--- src/rtl/core/gcb_pkg.sv ---
// Shared types and constants of the grey contrast binarise unit.
// Depends on nothing; the front end, divider, back end and top level import it.
`default_nettype none

package gcb_pkg;

    // Field widths
    localparam int LEVEL_W    = 8;
    localparam int REQ_W      = 2;
    localparam int CFG_IDX_W  = 1;
    localparam int CFG_DATA_W = 8;

    // Divider geometry: level*255 over an 8-bit level
    localparam int DIVD_W = 2 * LEVEL_W;
    localparam int DIVS_W = LEVEL_W;

    // Queue depths
    localparam int CMD_DEPTH = 4;
    localparam int RES_DEPTH = 2;

    // Configuration register indexes
    localparam logic [CFG_IDX_W-1:0] CFG_THR_DIV    = 1'd0;
    localparam logic [CFG_IDX_W-1:0] CFG_MIN_SPREAD = 1'd1;

    // Configuration reset values
    localparam logic [CFG_DATA_W-1:0] THR_DIV_RST    = 8'd2;
    localparam logic [CFG_DATA_W-1:0] MIN_SPREAD_RST = 8'd32;

    // Request codes on the input word
    localparam logic [REQ_W-1:0] REQ_SCAN  = 2'd0;
    localparam logic [REQ_W-1:0] REQ_COUNT = 2'd1;
    localparam logic [REQ_W-1:0] REQ_MAP   = 2'd2;

    typedef struct packed {
        logic [REQ_W-1:0]   req_type;
        logic [LEVEL_W-1:0] grey_level;
        logic               last_pixel;
    } t_in_word;

    typedef struct packed {
        logic [LEVEL_W-1:0] out_level;
        logic               out_last;
    } t_out_word;

    // Classified command between front and back end
    typedef enum logic [1:0] {
        CLS_SCAN,
        CLS_COUNT,
        CLS_MAP
    } t_cls;

    typedef struct packed {
        t_cls               cls;
        logic [LEVEL_W-1:0] level;
        logic               last;
    } t_cmd;

    // Divider request and response
    typedef struct packed {
        logic              start;
        logic [DIVD_W-1:0] dividend;
        logic [DIVS_W-1:0] divisor;
    } t_div_req;

    typedef struct packed {
        logic              busy;
        logic              done;
        logic [DIVD_W-1:0] quotient;
    } t_div_rsp;

endpackage

`default_nettype wire

--- src/rtl/core/gcb_fifo.sv ---
// Small register queue of generic width, used for commands and results.
// Depends on nothing.
`default_nettype none

module gcb_fifo #(
    parameter int W     = 8,
    parameter int DEPTH = 4
) (
    input  wire logic         i_clk,
    input  wire logic         i_rst_n,
    input  wire logic         i_wr,
    input  wire logic [W-1:0] i_wdata,
    output logic              o_full,
    input  wire logic         i_rd,
    output logic [W-1:0]      o_rdata,
    output logic              o_empty
);

    localparam int AW = (DEPTH > 1) ? $clog2(DEPTH) : 1;
    localparam int CW = $clog2(DEPTH + 1);

    logic [W-1:0]  r_mem [DEPTH];
    logic [AW-1:0] r_wp;
    logic [AW-1:0] r_rp;
    logic [CW-1:0] r_cnt;
    logic          wr_ok;
    logic          rd_ok;
    logic [AW-1:0] n_wp;
    logic [AW-1:0] n_rp;

    assign o_full  = (r_cnt == CW'(DEPTH));
    assign o_empty = (r_cnt == '0);
    assign o_rdata = r_mem[r_rp];
    assign wr_ok   = i_wr && !o_full;
    assign rd_ok   = i_rd && !o_empty;

    // pointer wrap
    assign n_wp = (r_wp == AW'(DEPTH - 1)) ? '0 : r_wp + 1'b1;
    assign n_rp = (r_rp == AW'(DEPTH - 1)) ? '0 : r_rp + 1'b1;

    // storage
    always_ff @(posedge i_clk) begin
        if (wr_ok) begin
            r_mem[r_wp] <= i_wdata;
        end
    end

    // pointers and fill count
    always_ff @(posedge i_clk) begin
        if (!i_rst_n) begin
            r_wp  <= '0;
            r_rp  <= '0;
            r_cnt <= '0;
        end else begin
            if (wr_ok) begin
                r_wp <= n_wp;
            end
            if (rd_ok) begin
                r_rp <= n_rp;
            end
            if (wr_ok && !rd_ok) begin
                r_cnt <= r_cnt + 1'b1;
            end else if (rd_ok && !wr_ok) begin
                r_cnt <= r_cnt - 1'b1;
            end
        end
    end

endmodule

`default_nettype wire

--- src/rtl/core/gcb_front.sv ---
// Front end: takes input words and classifies them into back-end commands.
// Depends on gcb_pkg.
`default_nettype none

module gcb_front (
    input  wire logic             i_push,
    input  wire gcb_pkg::t_in_word i_in_word,
    input  wire logic             i_cmd_full,
    output logic                  o_cmd_wr,
    output gcb_pkg::t_cmd         o_cmd
);

    import gcb_pkg::*;

    logic known;

    // decode the request; an unknown request is taken and dropped
    always_comb begin
        known       = 1'b1;
        o_cmd.cls   = CLS_SCAN;
        o_cmd.level = i_in_word.grey_level;
        o_cmd.last  = i_in_word.last_pixel;
        case (i_in_word.req_type)
            REQ_SCAN:  o_cmd.cls = CLS_SCAN;
            REQ_COUNT: o_cmd.cls = CLS_COUNT;
            REQ_MAP:   o_cmd.cls = CLS_MAP;
            default:   known     = 1'b0;
        endcase
    end

    assign o_cmd_wr = i_push && !i_cmd_full && known;

endmodule

`default_nettype wire

--- src/rtl/core/gcb_div.sv ---
// Restoring divider, one quotient bit per cycle, shared by the back end.
// Depends on gcb_pkg.
`default_nettype none

module gcb_div (
    input  wire logic              i_clk,
    input  wire logic              i_rst_n,
    input  wire gcb_pkg::t_div_req i_req,
    output gcb_pkg::t_div_rsp      o_rsp
);

    import gcb_pkg::*;

    localparam int SW = $clog2(DIVD_W);

    logic              r_busy;
    logic              r_done;
    logic [SW-1:0]     r_step;
    logic [DIVS_W-1:0] r_rem;
    logic [DIVD_W-1:0] r_quo;
    logic [DIVS_W-1:0] r_dvs;
    logic [DIVS_W:0]   rem_sh;
    logic              ge;
    logic [DIVS_W-1:0] n_rem;
    logic [DIVD_W-1:0] n_quo;

    // one shift-subtract step
    always_comb begin
        rem_sh = {r_rem, r_quo[DIVD_W-1]};
        ge     = (rem_sh >= {1'b0, r_dvs});
        n_rem  = ge ? DIVS_W'(rem_sh - {1'b0, r_dvs}) : DIVS_W'(rem_sh);
        n_quo  = {r_quo[DIVD_W-2:0], ge};
    end

    always_ff @(posedge i_clk) begin
        if (!i_rst_n) begin
            r_busy <= 1'b0;
            r_done <= 1'b0;
            r_step <= '0;
        end else begin
            r_done <= 1'b0;
            if (i_req.start) begin
                r_busy <= 1'b1;
                r_step <= '0;
                r_rem  <= '0;
                r_quo  <= i_req.dividend;
                r_dvs  <= i_req.divisor;
            end else if (r_busy) begin
                r_rem  <= n_rem;
                r_quo  <= n_quo;
                r_step <= r_step + 1'b1;
                if (r_step == SW'(DIVD_W - 1)) begin
                    r_busy <= 1'b0;
                    r_done <= 1'b1;
                end
            end
        end
    end

    assign o_rsp.busy     = r_busy;
    assign o_rsp.done     = r_done;
    assign o_rsp.quotient = r_quo;

endmodule

`default_nettype wire

--- src/rtl/core/gcb_back.sv ---
// Back end: image statistics, threshold decision and pixel mapping.
// Depends on gcb_pkg; drives the shared divider and the result queue.
`default_nettype none

module gcb_back #(
    parameter int MAX_PIXELS = 4194304
) (
    input  wire logic                      i_clk,
    input  wire logic                      i_rst_n,
    input  wire logic                      i_cfg_we,
    input  wire logic [gcb_pkg::CFG_IDX_W-1:0]  i_cfg_idx,
    input  wire logic [gcb_pkg::CFG_DATA_W-1:0] i_cfg_data,
    input  wire logic                      i_cmd_valid,
    input  wire gcb_pkg::t_cmd             i_cmd,
    output logic                           o_cmd_pop,
    input  wire logic                      i_res_full,
    output logic                           o_res_push,
    output gcb_pkg::t_out_word             o_res_word,
    output gcb_pkg::t_div_req              o_div_req,
    input  wire gcb_pkg::t_div_rsp         i_div_rsp
);

    import gcb_pkg::*;

    localparam int CNT_W = $clog2(MAX_PIXELS + 1);

    typedef enum logic [2:0] {
        S_IDLE,
        S_DECIDE,
        S_CUT_DIV,
        S_MAP_DIV,
        S_EMIT
    } t_state;

    t_state               r_state;
    logic [CFG_DATA_W-1:0] r_thr_div;
    logic [CFG_DATA_W-1:0] r_min_spread;
    logic [LEVEL_W-1:0]   r_run_max;
    logic [LEVEL_W-1:0]   r_run_min;
    logic [CNT_W-1:0]     r_pix_cnt;
    logic [CNT_W-1:0]     r_brt_cnt;
    logic                 r_invert;
    logic [LEVEL_W-1:0]   r_high;
    logic [LEVEL_W-1:0]   r_low;
    logic [LEVEL_W-1:0]   r_cut;
    logic                 r_pass;
    logic [LEVEL_W-1:0]   r_q;
    logic                 r_last;

    logic signed [9:0]    mid_d;
    logic signed [9:0]    mid_h;
    logic signed [9:0]    mid_m;
    logic [LEVEL_W-1:0]   mid;
    logic                 dec_inv;
    logic [LEVEL_W-1:0]   dec_hi;
    logic [LEVEL_W-1:0]   dec_lo;
    logic signed [9:0]    spread;
    logic                 spread_lt;
    logic [LEVEL_W-1:0]   map_r;
    logic                 map_thru;
    logic                 map_direct;
    logic [LEVEL_W-1:0]   map_direct_q;
    logic [LEVEL_W-1:0]   div_sat;
    logic [LEVEL_W-1:0]   div_q;
    logic                 clr_stats;

    // midpoint of the running range, halved toward zero
    always_comb begin
        mid_d = $signed({2'b00, r_run_max}) - $signed({2'b00, r_run_min});
        mid_h = (mid_d + $signed({9'd0, mid_d[9]})) >>> 1;
        mid_m = mid_h + $signed({2'b00, r_run_min});
        mid   = mid_m[LEVEL_W-1:0];
    end

    // decision terms from the finished counts
    always_comb begin
        dec_inv   = ({r_brt_cnt, 1'b0} > {1'b0, r_pix_cnt});
        dec_hi    = dec_inv ? ~r_run_min : r_run_max;
        dec_lo    = dec_inv ? ~r_run_max : r_run_min;
        spread    = $signed({2'b00, dec_hi}) - $signed({2'b00, dec_lo});
        spread_lt = (spread < $signed({2'b00, r_min_spread}));
    end

    // pixel mapping without a divide
    always_comb begin
        map_r        = i_cmd.level ^ {LEVEL_W{r_invert}};
        map_thru     = r_pass || (r_high == '0);
        map_direct   = map_thru || (map_r <= r_cut);
        map_direct_q = map_thru ? map_r : '0;
    end

    // stretched level from the divider, saturated, low levels forced white
    always_comb begin
        div_sat = (|i_div_rsp.quotient[DIVD_W-1:LEVEL_W]) ? '1
                                                          : i_div_rsp.quotient[LEVEL_W-1:0];
        div_q   = (div_sat <= r_low) ? '1 : div_sat;
    end

    // command pop, result push and divider start
    always_comb begin
        o_cmd_pop          = 1'b0;
        o_res_push         = 1'b0;
        o_res_word         = '{out_level: r_q, out_last: r_last};
        o_div_req.start    = 1'b0;
        o_div_req.dividend = {map_r, LEVEL_W'(0)} - {LEVEL_W'(0), map_r};
        o_div_req.divisor  = r_high;
        case (r_state)
            S_IDLE: begin
                o_cmd_pop = i_cmd_valid && ((i_cmd.cls != CLS_MAP) || !i_res_full);
                if (o_cmd_pop && (i_cmd.cls == CLS_MAP)) begin
                    o_res_push      = map_direct;
                    o_res_word      = '{out_level: map_direct_q, out_last: i_cmd.last};
                    o_div_req.start = !map_direct;
                end
            end
            S_DECIDE: begin
                o_div_req.start    = dec_inv && !spread_lt;
                o_div_req.dividend = {LEVEL_W'(0), spread[LEVEL_W-1:0]};
                o_div_req.divisor  = (r_thr_div == '0) ? DIVS_W'(1) : r_thr_div;
            end
            S_EMIT: begin
                o_res_push = !i_res_full;
            end
            default: ;
        endcase
        clr_stats = o_res_push && o_res_word.out_last;
    end

    // state, configuration and statistics
    always_ff @(posedge i_clk) begin
        if (!i_rst_n) begin
            r_state      <= S_IDLE;
            r_thr_div    <= THR_DIV_RST;
            r_min_spread <= MIN_SPREAD_RST;
            r_run_max    <= '0;
            r_run_min    <= '1;
            r_pix_cnt    <= '0;
            r_brt_cnt    <= '0;
            r_invert     <= 1'b0;
            r_high       <= '0;
            r_low        <= '0;
            r_cut        <= '0;
            r_pass       <= 1'b0;
        end else begin
            // configuration writes
            if (i_cfg_we) begin
                case (i_cfg_idx)
                    CFG_THR_DIV:    r_thr_div    <= i_cfg_data;
                    CFG_MIN_SPREAD: r_min_spread <= i_cfg_data;
                    default: ;
                endcase
            end

            case (r_state)
                S_IDLE: begin
                    if (o_cmd_pop) begin
                        r_last <= i_cmd.last;
                        case (i_cmd.cls)
                            CLS_SCAN: begin
                                if (i_cmd.level > r_run_max) begin
                                    r_run_max <= i_cmd.level;
                                end
                                if (i_cmd.level < r_run_min) begin
                                    r_run_min <= i_cmd.level;
                                end
                            end
                            CLS_COUNT: begin
                                if (r_pix_cnt < CNT_W'(MAX_PIXELS)) begin
                                    r_pix_cnt <= r_pix_cnt + 1'b1;
                                end
                                if ((i_cmd.level > mid) &&
                                    (r_brt_cnt < CNT_W'(MAX_PIXELS))) begin
                                    r_brt_cnt <= r_brt_cnt + 1'b1;
                                end
                                if (i_cmd.last) begin
                                    r_state <= S_DECIDE;
                                end
                            end
                            CLS_MAP: begin
                                if (!map_direct) begin
                                    r_state <= S_MAP_DIV;
                                end
                            end
                            default: ;
                        endcase
                    end
                end
                S_DECIDE: begin
                    r_invert <= dec_inv;
                    r_high   <= dec_hi;
                    r_low    <= dec_lo;
                    r_pass   <= (dec_hi == '0);
                    if (spread_lt) begin
                        r_cut   <= '1;
                        r_state <= S_IDLE;
                    end else if (dec_inv) begin
                        r_state <= S_CUT_DIV;
                    end else begin
                        r_cut   <= mid;
                        r_state <= S_IDLE;
                    end
                end
                S_CUT_DIV: begin
                    if (i_div_rsp.done) begin
                        r_cut   <= i_div_rsp.quotient[LEVEL_W-1:0] + r_low;
                        r_state <= S_IDLE;
                    end
                end
                S_MAP_DIV: begin
                    if (i_div_rsp.done) begin
                        r_q     <= div_q;
                        r_state <= S_EMIT;
                    end
                end
                S_EMIT: begin
                    if (o_res_push) begin
                        r_state <= S_IDLE;
                    end
                end
                default: r_state <= S_IDLE;
            endcase

            // end of image: statistics back to their start values
            if (clr_stats) begin
                r_run_max <= '0;
                r_run_min <= '1;
                r_pix_cnt <= '0;
                r_brt_cnt <= '0;
                r_invert  <= 1'b0;
                r_high    <= '0;
                r_low     <= '0;
                r_cut     <= '0;
                r_pass    <= 1'b0;
            end
        end
    end

endmodule

`default_nettype wire

--- src/rtl/core/grey_contrast_binarize_unit.sv ---
// Top level of the grey contrast binarise unit: front end, command queue,
// back end, shared divider and result queue. Depends on gcb_pkg.
//
//  channel  | direction | handshake            | word
//  ---------+-----------+----------------------+------------------------------
//  input    | in        | push / full          | i_in_word  (t_in_word)
//  result   | out       | pop / empty          | o_out_word (t_out_word)
//  config   | in        | i_cfg_we, i_cfg_idx  | i_cfg_data (8 bits)
//
// Words are taken at one per cycle until the 4-deep command queue fills.
// A range-scan or count pixel, and a map pixel that needs no stretch, is
// handled directly; a stretched map pixel waits on the 16-step divider.
// The last count pixel adds a decision step, and a cut level divide if the
// image is inverted and the spread reaches the minimum. Reset is synchronous
// and clears both queues and the statistics; the result queue stalls the
// back end only when both of its entries wait to be popped.
`default_nettype none

module grey_contrast_binarize_unit #(
    parameter int MAX_PIXELS = 4194304
) (
    input  wire logic                      i_clk,
    input  wire logic                      i_rst_n,
    input  wire logic                      i_cfg_we,
    input  wire logic [gcb_pkg::CFG_IDX_W-1:0]  i_cfg_idx,
    input  wire logic [gcb_pkg::CFG_DATA_W-1:0] i_cfg_data,
    input  wire logic                      push,
    output logic                           full,
    input  wire gcb_pkg::t_in_word         i_in_word,
    input  wire logic                      pop,
    output logic                           empty,
    output gcb_pkg::t_out_word             o_out_word
);

    import gcb_pkg::*;

    logic      cmd_wr;
    t_cmd      cmd_in;
    logic      cmd_empty;
    logic      cmd_pop;
    logic [$bits(t_cmd)-1:0]      cmd_bits;
    logic      res_full;
    logic      res_push;
    t_out_word res_word;
    logic [$bits(t_out_word)-1:0] res_bits;
    t_div_req  div_req;
    t_div_rsp  div_rsp;

    // classify incoming words
    gcb_front u_front (
        .i_push     (push),
        .i_in_word  (i_in_word),
        .i_cmd_full (full),
        .o_cmd_wr   (cmd_wr),
        .o_cmd      (cmd_in)
    );

    // command queue between front and back end
    gcb_fifo #(
        .W     ($bits(t_cmd)),
        .DEPTH (CMD_DEPTH)
    ) u_cmd_q (
        .i_clk   (i_clk),
        .i_rst_n (i_rst_n),
        .i_wr    (cmd_wr),
        .i_wdata (cmd_in),
        .o_full  (full),
        .i_rd    (cmd_pop),
        .o_rdata (cmd_bits),
        .o_empty (cmd_empty)
    );

    // statistics, decision and mapping
    gcb_back #(
        .MAX_PIXELS (MAX_PIXELS)
    ) u_back (
        .i_clk       (i_clk),
        .i_rst_n     (i_rst_n),
        .i_cfg_we    (i_cfg_we),
        .i_cfg_idx   (i_cfg_idx),
        .i_cfg_data  (i_cfg_data),
        .i_cmd_valid (!cmd_empty),
        .i_cmd       (t_cmd'(cmd_bits)),
        .o_cmd_pop   (cmd_pop),
        .i_res_full  (res_full),
        .o_res_push  (res_push),
        .o_res_word  (res_word),
        .o_div_req   (div_req),
        .i_div_rsp   (div_rsp)
    );

    // shared divider
    gcb_div u_div (
        .i_clk   (i_clk),
        .i_rst_n (i_rst_n),
        .i_req   (div_req),
        .o_rsp   (div_rsp)
    );

    // result queue
    gcb_fifo #(
        .W     ($bits(t_out_word)),
        .DEPTH (RES_DEPTH)
    ) u_res_q (
        .i_clk   (i_clk),
        .i_rst_n (i_rst_n),
        .i_wr    (res_push),
        .i_wdata (res_word),
        .o_full  (res_full),
        .i_rd    (pop),
        .o_rdata (res_bits),
        .o_empty (empty)
    );

    assign o_out_word = t_out_word'(res_bits);

    // no result is pushed into a full result queue
    a_res_no_overflow: assert property (@(posedge i_clk) disable iff (!i_rst_n)
        res_push |-> !res_full)
        else $error("result pushed into full queue");

    // commands are only taken from a non-empty queue
    a_cmd_no_underflow: assert property (@(posedge i_clk) disable iff (!i_rst_n)
        cmd_pop |-> !cmd_empty)
        else $error("command popped from empty queue");

    // the divider is never restarted while it works
    a_div_single: assert property (@(posedge i_clk) disable iff (!i_rst_n)
        div_req.start |-> !div_rsp.busy)
        else $error("divider started while busy");

    // a divide and a direct result never coincide
    a_push_or_div: assert property (@(posedge i_clk) disable iff (!i_rst_n)
        !(res_push && div_req.start))
        else $error("result pushed while a divide starts");

    // reset leaves no result waiting
    a_reset_empty: assert property (@(posedge i_clk)
        !i_rst_n |=> empty)
        else $error("result queue not empty after reset");

endmodule

`default_nettype wire
--- config.mk ---
export PLATFORM = sky130hd
export DESIGN_NAME = grey_contrast_binarize_unit
export DESIGN_NICKNAME = d
export VERILOG_FILES = /design/src/rtl/core/gcb_pkg.sv /design/src/rtl/core/gcb_fifo.sv /design/src/rtl/core/gcb_front.sv /design/src/rtl/core/gcb_div.sv /design/src/rtl/core/gcb_back.sv /design/src/rtl/core/grey_contrast_binarize_unit.sv
export SDC_FILE = /design/constraint.sdc
export NUM_CORES = 1
export LEC_CHECK = 0
export ABC_CLOCK_PERIOD_IN_PS = 7400
export BUFFER_PORTS_ARGS = -buffer_cell sky130_fd_sc_hd__buf_2
export CORE_MARGIN = 3
export CORE_UTILIZATION = 41
export DETAILED_ROUTE_END_ITERATION = 8
export GPL_TIMING_DRIVEN = 0
export PLACE_DENSITY = 0.68
export SLEW_MARGIN = 20
export SYNTH_ARGS = -nofsm -noshare
export SYNTH_HDL_FRONTEND = slang
export SYNTH_SLANG_ARGS = --single-unit
export TNS_END_PERCENT = 20
--- constraint.sdc ---
create_clock -name i_clk -period 7.4 [get_ports i_clk]
set_input_delay 1.48 -clock i_clk [delete_from_list [all_inputs] [get_ports i_clk]]
set_output_delay 1.48 -clock i_clk [all_outputs]
set_load 0.03 [all_outputs]
Yosys cells after proc, flatten, opt, wreduce, memory -nomap -nowiden
Memories as Yosys holds them, arrays and structs flattened. A register that Yosys moved wholly into a read port is not among the register bits.
Cells that the tools add are included.
{ "totals": {"inputBits": 25, "mem_count": 2, "output_inout_bits": 11, "ram_bits": 62, "ff_bits": 165} }
{ "mem_list": {"columns": ["memory", "depth", "word_bits", "read_ports", "rd_clocked_by_memory_dff", "wr", "line_no", "rtl"], "rows": [
  ["u_cmd_q.r_mem", 4, 11, 1, 1, 1, "gcb_fifo.sv:22", "logic [W-1:0] r_mem [DEPTH];"],
  ["u_res_q.r_mem", 2, 9, 1, 1, 1, "gcb_fifo.sv:22", null]
]} }
{ "classes": {"n_eq_ne": 22, "bitwise_logic": 6, "n_mux": 53, "n_reduce_logical": 57, "order_cmp": 10, "addsub": 18} }
{ "ops": {"columns": ["cell", "n"], "rows": [
  ["$mux W8", 10],
  ["$add A23 B1 Y23 const B", 2],
  ["$lt A23 B23 Y1 const B", 2],
  ["$mux W16", 2],
  ["$mux W3", 9],
  ["$gt A24 B23 Y1", 1],
  ["$logic_not A8 Y1", 3],
  ["$mux W24", 1],
  ["$mux W9", 2],
  ["$sub A8 B8 Y9", 2],
  ["$add A8 B8 Y8", 2],
  ["$gt A8 B8 Y1", 2],
  ["$le A8 B8 Y1", 2],
  ["$mux W1", 16],
  ["$not A8 Y8", 2],
  ["$pmux W8 S2", 1],
  ["$reduce_and A4 Y1", 4],
  ["$sub A16 B8 Y16", 1],
  ["$logic_and A1 B1 Y1", 15],
  ["$pmux W3 S5", 1],
  ["$mux W2", 7],
  ["$eq A2 B2 Y1 const B", 5],
  ["$logic_not A1 Y1", 10],
  ["$lt A10 B9 Y1", 1],
  ["34 further kinds", 63]
]} }

Longest topological paths before layout
{ "logic_depth": {"depth_word": 12, "mapped_depth": 25} }

By module
Synthesis repeated with hierarchy kept, for this count alone.
{ "hier_totals": {"hier_cells": 1375, "area_unflattened_um2": 13230.2} }
{ "modules_own_cells": {"columns": ["module", "instances", "area_each_um2", "cells_each", "seq_area_each_um2"], "rows": [
  ["gcb_back", 1, 8234.1, 1050, 2412.3],
  ["gcb_fifo (u_cmd_q)", 1, 2060.7, 108, 1501.4],
  ["gcb_div", 1, 1958.1, 149, 1081.0],
  ["gcb_fifo (u_res_q)", 1, 874.6, 54, 640.6],
  ["gcb_front", 1, 98.8, 13, 0.0],
  ["grey_contrast_binarize_unit", 1, 3.8, 1, 0.0]
]} }

Worst setup path after synthesis
No wires, ideal clock.
{ "synth_path": {"path_type": "register to register", "startpoint": "register u_back.r_run_min[0]", "endpoint": "register u_back.r_brt_cnt[11]", "t_required_ps": 7330, "slack_ps": 2174, "arrival_ps": 5156, "period_less_slack_ps": 5226, "path_stages_with_launch": 24, "path_cell_list": "dfxtp_1 -> ha_1 -> inv_1 -> fa_1 -> a211oi_1 -> o21ai_0 -> a31oi_1 -> and3b_1 -> nand3_1 -> xnor2_1 -> ha_1 -> o21ai_0 -> a31oi_1 -> o41ai_1 -> xnor2_1 -> xor2_1 -> xnor2_1 -> ha_1 -> and4_1 -> a211o_4 -> a21o_1 -> buf_6 -> or3_1 -> a21oi_1"} }
{ "synth_between": {"elab_chain_cells": 6} }
{ "synth_rtl": {"columns": ["element", "line_no", "rtl"], "rows": [
  ["start, declared", "gcb_back.sv:39", "logic [LEVEL_W-1:0] r_run_min;"],
  ["start signal, assigned", "gcb_back.sv:164", "r_run_min <= i_cmd.level;"],
  ["$sub A8 B8 Y9", "gcb_back.sv:69", "mid_d = $signed({2'b00, r_run_max}) - $signed({2'b00, r_run_min});"],
  ["$add A9 B2 Y9", "gcb_back.sv:70", "mid_h = (mid_d + $signed({9'd0, mid_d[9]})) >>> 1;"],
  ["$add A8 B8 Y8 *", "gcb_back.sv:71", "mid_m = mid_h + $signed({2'b00, r_run_min});"],
  ["$gt A8 B8 Y1 *", "gcb_back.sv:171", "if ((i_cmd.level > mid) &&"],
  ["$logic_and A1 B1 Y1 *", "gcb_back.sv:171", null],
  ["$reduce_and A4 Y1 (no source line) *", null, null],
  ["end signal, assigned", "gcb_back.sv:173", "r_brt_cnt <= r_brt_cnt + 1'b1;"],
  ["end, declared", "gcb_back.sv:41", "logic [CNT_W-1:0] r_brt_cnt;"]
]} }
Mark *: on every way between the ends. The rest lies on a longest branch, timed or not.
A chain may end at the register's enable or synchronous reset.

Worst setup path after layout
{ "layout_path": {"startpoint": "register u_back.r_run_min[1]", "endpoint": "register u_back.r_brt_cnt[7]"} }
The elaborated chain is that of the path after synthesis.

==> results.json <==
{
  "n_antenna_cell": 0,
  "cts_setup_buffers": 0,
  "ant_nets": 0,
  "root_buffer": "clkbuf_16",
  "synth_top_cells_by_area": "edfxtp_1 (23%), dfxtp_1 (19%), ha_1 (10%), xnor2_1 (4.5%), nor2_1 (3.7%)",
  "slowest_stage": "a31oi_1",
  "max_slew.worst_pin.slew_ns": 1.01,
  "r2r-start": "u_back.r_run_min[1]$_SDFFE_PP1P_",
  "grt.met1_usage_pct": 25.5,
  "drive_above_1_share_pct": 9.90,
  "synth_commonest_cells": "nor2_1 (131), dfxtp_1 (127), ha_1 (110), nand2_1 (108)",
  "slew_headroom_pct": 32.4,
  "overflow": 0,
  "post-dp-hpwl_um": 24000,
  "top_usage_layer": "met2",
  "postSynth.asyncResetShare_pct": 0,
  "crit_type": "flop to flop",
  "place_ws_ns": 1.15,
  "drt_iter0_markers": 703,
  "hp-start": "u_back.r_min_spread[1]$_SDFFE_PN0P_",
  "synth_fp_nets": 1492,
  "gr-usage-met3_pct": 2.54,
  "maxCapViolations": 0,
  "synth_xor_area_share_pct": 5.88,
  "finClkSkew_ns": 0.0257,
  "finalHoldViolCount": 0,
  "hold_class": "flop to flop",
  "p_leak_nw": 5.60,
  "synth_top_area_share_pct": 23.4,
  "firstDrtPassIters": 5,
  "fillCellCount": 2944,
  "initial_utilization_pct": 41.7,
  "setup_viol": 0,
  "startpoint": "u_back.r_run_min[1]$_SDFFE_PP1P_",
  "critPathLaunchType": "flop",
  "grt_pass1_wl_um": 50500,
  "yosysWarnings": 0,
  "die-area_um2": 34500,
  "synth_seq_cells": 230,
  "vias": 10100,
  "cts_hold_buf": 0,
  "ir_drop_mv": 0.328,
  "required_ns": 7.86,
  "ys_types": 78,
  "fmax_mhz": 156,
  "crit_chain": "inv_1, fa_1, a211oi_1, o21ai_0, a31oi_1, and3b_1, nand3_1, xnor2_1, ha_1, o21ai_0, a31oi_1, o41ai_1, xnor2_1, xor2_1, xnor2_1, ha_1, and4_1, a211o_4, a21o_1, or4_1, a21oi_1",
  "cts_inserted_buffers": 26,
  "wl_per_cell_um": 17.1,
  "period_minus_slack_ns": 6.39,
  "grt_use_met2_pct": 29.7,
  "synth-compound-area-share_pct": 11.1,
  "die_w_um": 186,
  "row_count": 65,
  "synth_edf_count": 103,
  "vias_per_cell": 5.51,
  "grt_util_all_layers_pct": 18.2,
  "htreeDepth": 1,
  "status": "finished clean",
  "yosysTopAreaCell": "edfxtp_1",
  "critPathArrivalTime_ns": 6.85,
  "worstSetupEndpointType": "flop",
  "antenna_found_initial": 0,
  "tritoncts": "built",
  "ys_seq_area_share_pct": 42.6,
  "cts_sinks": 230,
  "synthCells": 1352,
  "path_max_fanout": 7,
  "synthMuxAreaShare_pct": 7.05,
  "whs_ns": 0.464,
  "cpPeakStageDelay_ns": 0.60,
  "clock_latency_ns": 0.55,
  "fin_nets": 1555,
  "grt_max_degree": 25,
  "synth_simple_gate_area_share_pct": 17.5,
  "gp_congestion": 0.900,
  "synth.most_common_cell": "nor2_1",
  "syn_area_um2": 13200,
  "synth_adder_area_share_pct": 11.2,
  "crit_buf_inv": 1,
  "p_per_area_nw_per_um2": 403,
  "fin_crit_sh_pct": 86.4,
  "rsz0062_at_grt": "false",
  "wl_um": 31500,
  "syn2layout_area_growth_pct": 11.9,
  "clk_path_buf_depth": 3,
  "cp_common_cell": "xnor2_1",
  "syn_area_per_cell_um2": 9.79,
  "cts_resized": 0,
  "synth_top_family_by_area": "simple AND/OR/NAND/NOR gates",
  "setup_ws_ns": 1.01,
  "core-area_um2": 31700,
  "path_delay_family": "compound AO/OA/AOI/OAI gates",
  "slew_viol_final": 0,
  "die_h_um": 186,
  "grt_pass1_vias": 9773,
  "io_pins": 36,
  "tns_ns": 0,
  "clk_pin_slew_ns": 0.06,
  "drc": 0,
  "synth_ff_type": "dfxtp_1",
  "port_buffers": 34
}
==> state kept, by name, summed over array words and instances, names as in the netlist, 2 cells and up, named ones only <==
signal               cells
u_back.r_cut             8
u_back.r_low             8
u_cmd_q.r_rp             2
u_div.r_quo             16
u_div.r_step             4
u_back.r_run_min         8
u_div.r_dvs              8
u_back.r_high            8
u_back.r_q               8
u_back.r_brt_cnt        23
u_back.r_thr_div         8
u_cmd_q.r_wp             2
u_cmd_q.r_mem           44
u_back.r_state           3
u_back.r_min_spread      8
u_res_q.r_cnt            2
u_back.r_run_max         8
u_back.r_pix_cnt        23
u_div.r_rem              8
u_cmd_q.r_cnt            3
u_res_q.r_mem           18
==> path summary, 6_finish.rpt <==
| check | to | cells past startpoint | slack (ns) |
|---|---|---|---|
| max reg2reg | u_back.r_brt_cnt[7]$_SDFFE_PP0P_ | 21 | 1.01 |
| min | u_back.r_min_spread[1]$_SDFFE_PN0P_ | 2 | 0.46 |
| min reg2reg | u_back.r_min_spread[1]$_SDFFE_PN0P_ | 2 | 0.46 |
| max | u_back.r_brt_cnt[7]$_SDFFE_PP0P_ | 21 | 1.01 |
==> report_power, final <==
group          internal (W)  switching, W
Combinational       0.00115       0.00192
Clock              0.000795      0.000527
Sequential          0.00146      0.000116
Total               0.00340       0.00256
==> area by class of cell <==
type | instances | area (um^2) | area share, %
Sequential cell | 230 | 5640 | 38.1
Multi-Input combinational cell | 968 | 6970 | 47.1
Buffer | 50 | 236 | 1.60
Inverter | 104 | 390 | 2.64
Clock inverter | 12 | 155 | 1.05
Tap cell | 402 | 503 | 3.40
Timing Repair Buffer | 35 | 185 | 1.25
Clock buffer | 36 | 728 | 4.92
==> logic make-up after synthesis <==
logic type,after synthesis
xor gates and xnor gates,88
muxes,73
AOI/OAI and AO/OA,224
adders and majority gates,115
DFF,230
buffers and inverters,154
and+or+nand+nor,468
==> layout by cell type (no fill, tap or decap), types with 5 or more instances in the layout <==
| master | n |
|---|---|
| nor2_1 | 131 |
| dfxtp_1 | 127 |
| ha_1 | 110 |
| nand2_1 | 108 |
| inv_1 | 103 |
| edfxtp_1 | 103 |
| xnor2_1 | 68 |
| a21oi_1 | 65 |
| nand3_1 | 57 |
| buf_2 | 43 |
| clkbuf_1 | 38 |
| mux2i_1 | 38 |
| o21ai_0 | 36 |
| nand4_1 | 34 |
| a211oi_1 | 28 |
| clkbuf_16 | 26 |
| nor3_1 | 23 |
| mux2_2 | 23 |
| nor2b_1 | 21 |
| xor2_1 | 19 |
| nand2b_1 | 16 |
| nor4_1 | 15 |
| o21a_1 | 14 |
| o31ai_1 | 14 |
| a31oi_1 | 13 |
| o211ai_1 | 11 |
| a21o_1 | 11 |
| and3_1 | 9 |
| or3_1 | 8 |
| or2_2 | 8 |
| and4_1 | 7 |
| mux4_1 | 6 |
| and2_1 | 6 |
| mux4_2 | 5 |
| fa_1 | 5 |
==> metrics by stage <==
| step | util (%) | cells | instance area (um^2) | power (W) |
|---|---|---|---|---|
| 5_1_grt | 46.7 | 1837 | 14800 | 0.00639 |
| 2_1_floorplan | - | 1352 | 13200 | 0.00377 |
| 6_report | 46.7 | 1837 | 14800 | 0.00597 |
| 3_3_place_gp | 43.8 | 1788 | 13900 | 0.00452 |
| 4_1_cts | 46.6 | 1836 | 14800 | 0.00594 |
| 3_5_place_dp | 43.8 | 1788 | 13900 | 0.00460 |
==> per-layer routing <==
layer | up-vias | wire (um)
li1 | 4971 | -
met1 | 4771 | 14500
met2 | 298 | 14200
met3 | 73 | 1930
met4 | 0 | 842
met5 | - | 0
==> worst min-delay path, stage by stage (launching register included) <==
cell and delay (ns):
dfxtp_1 0.31, nand2_1 0.05, a21oi_1 0.06
(Power assumes the default switching activity.)
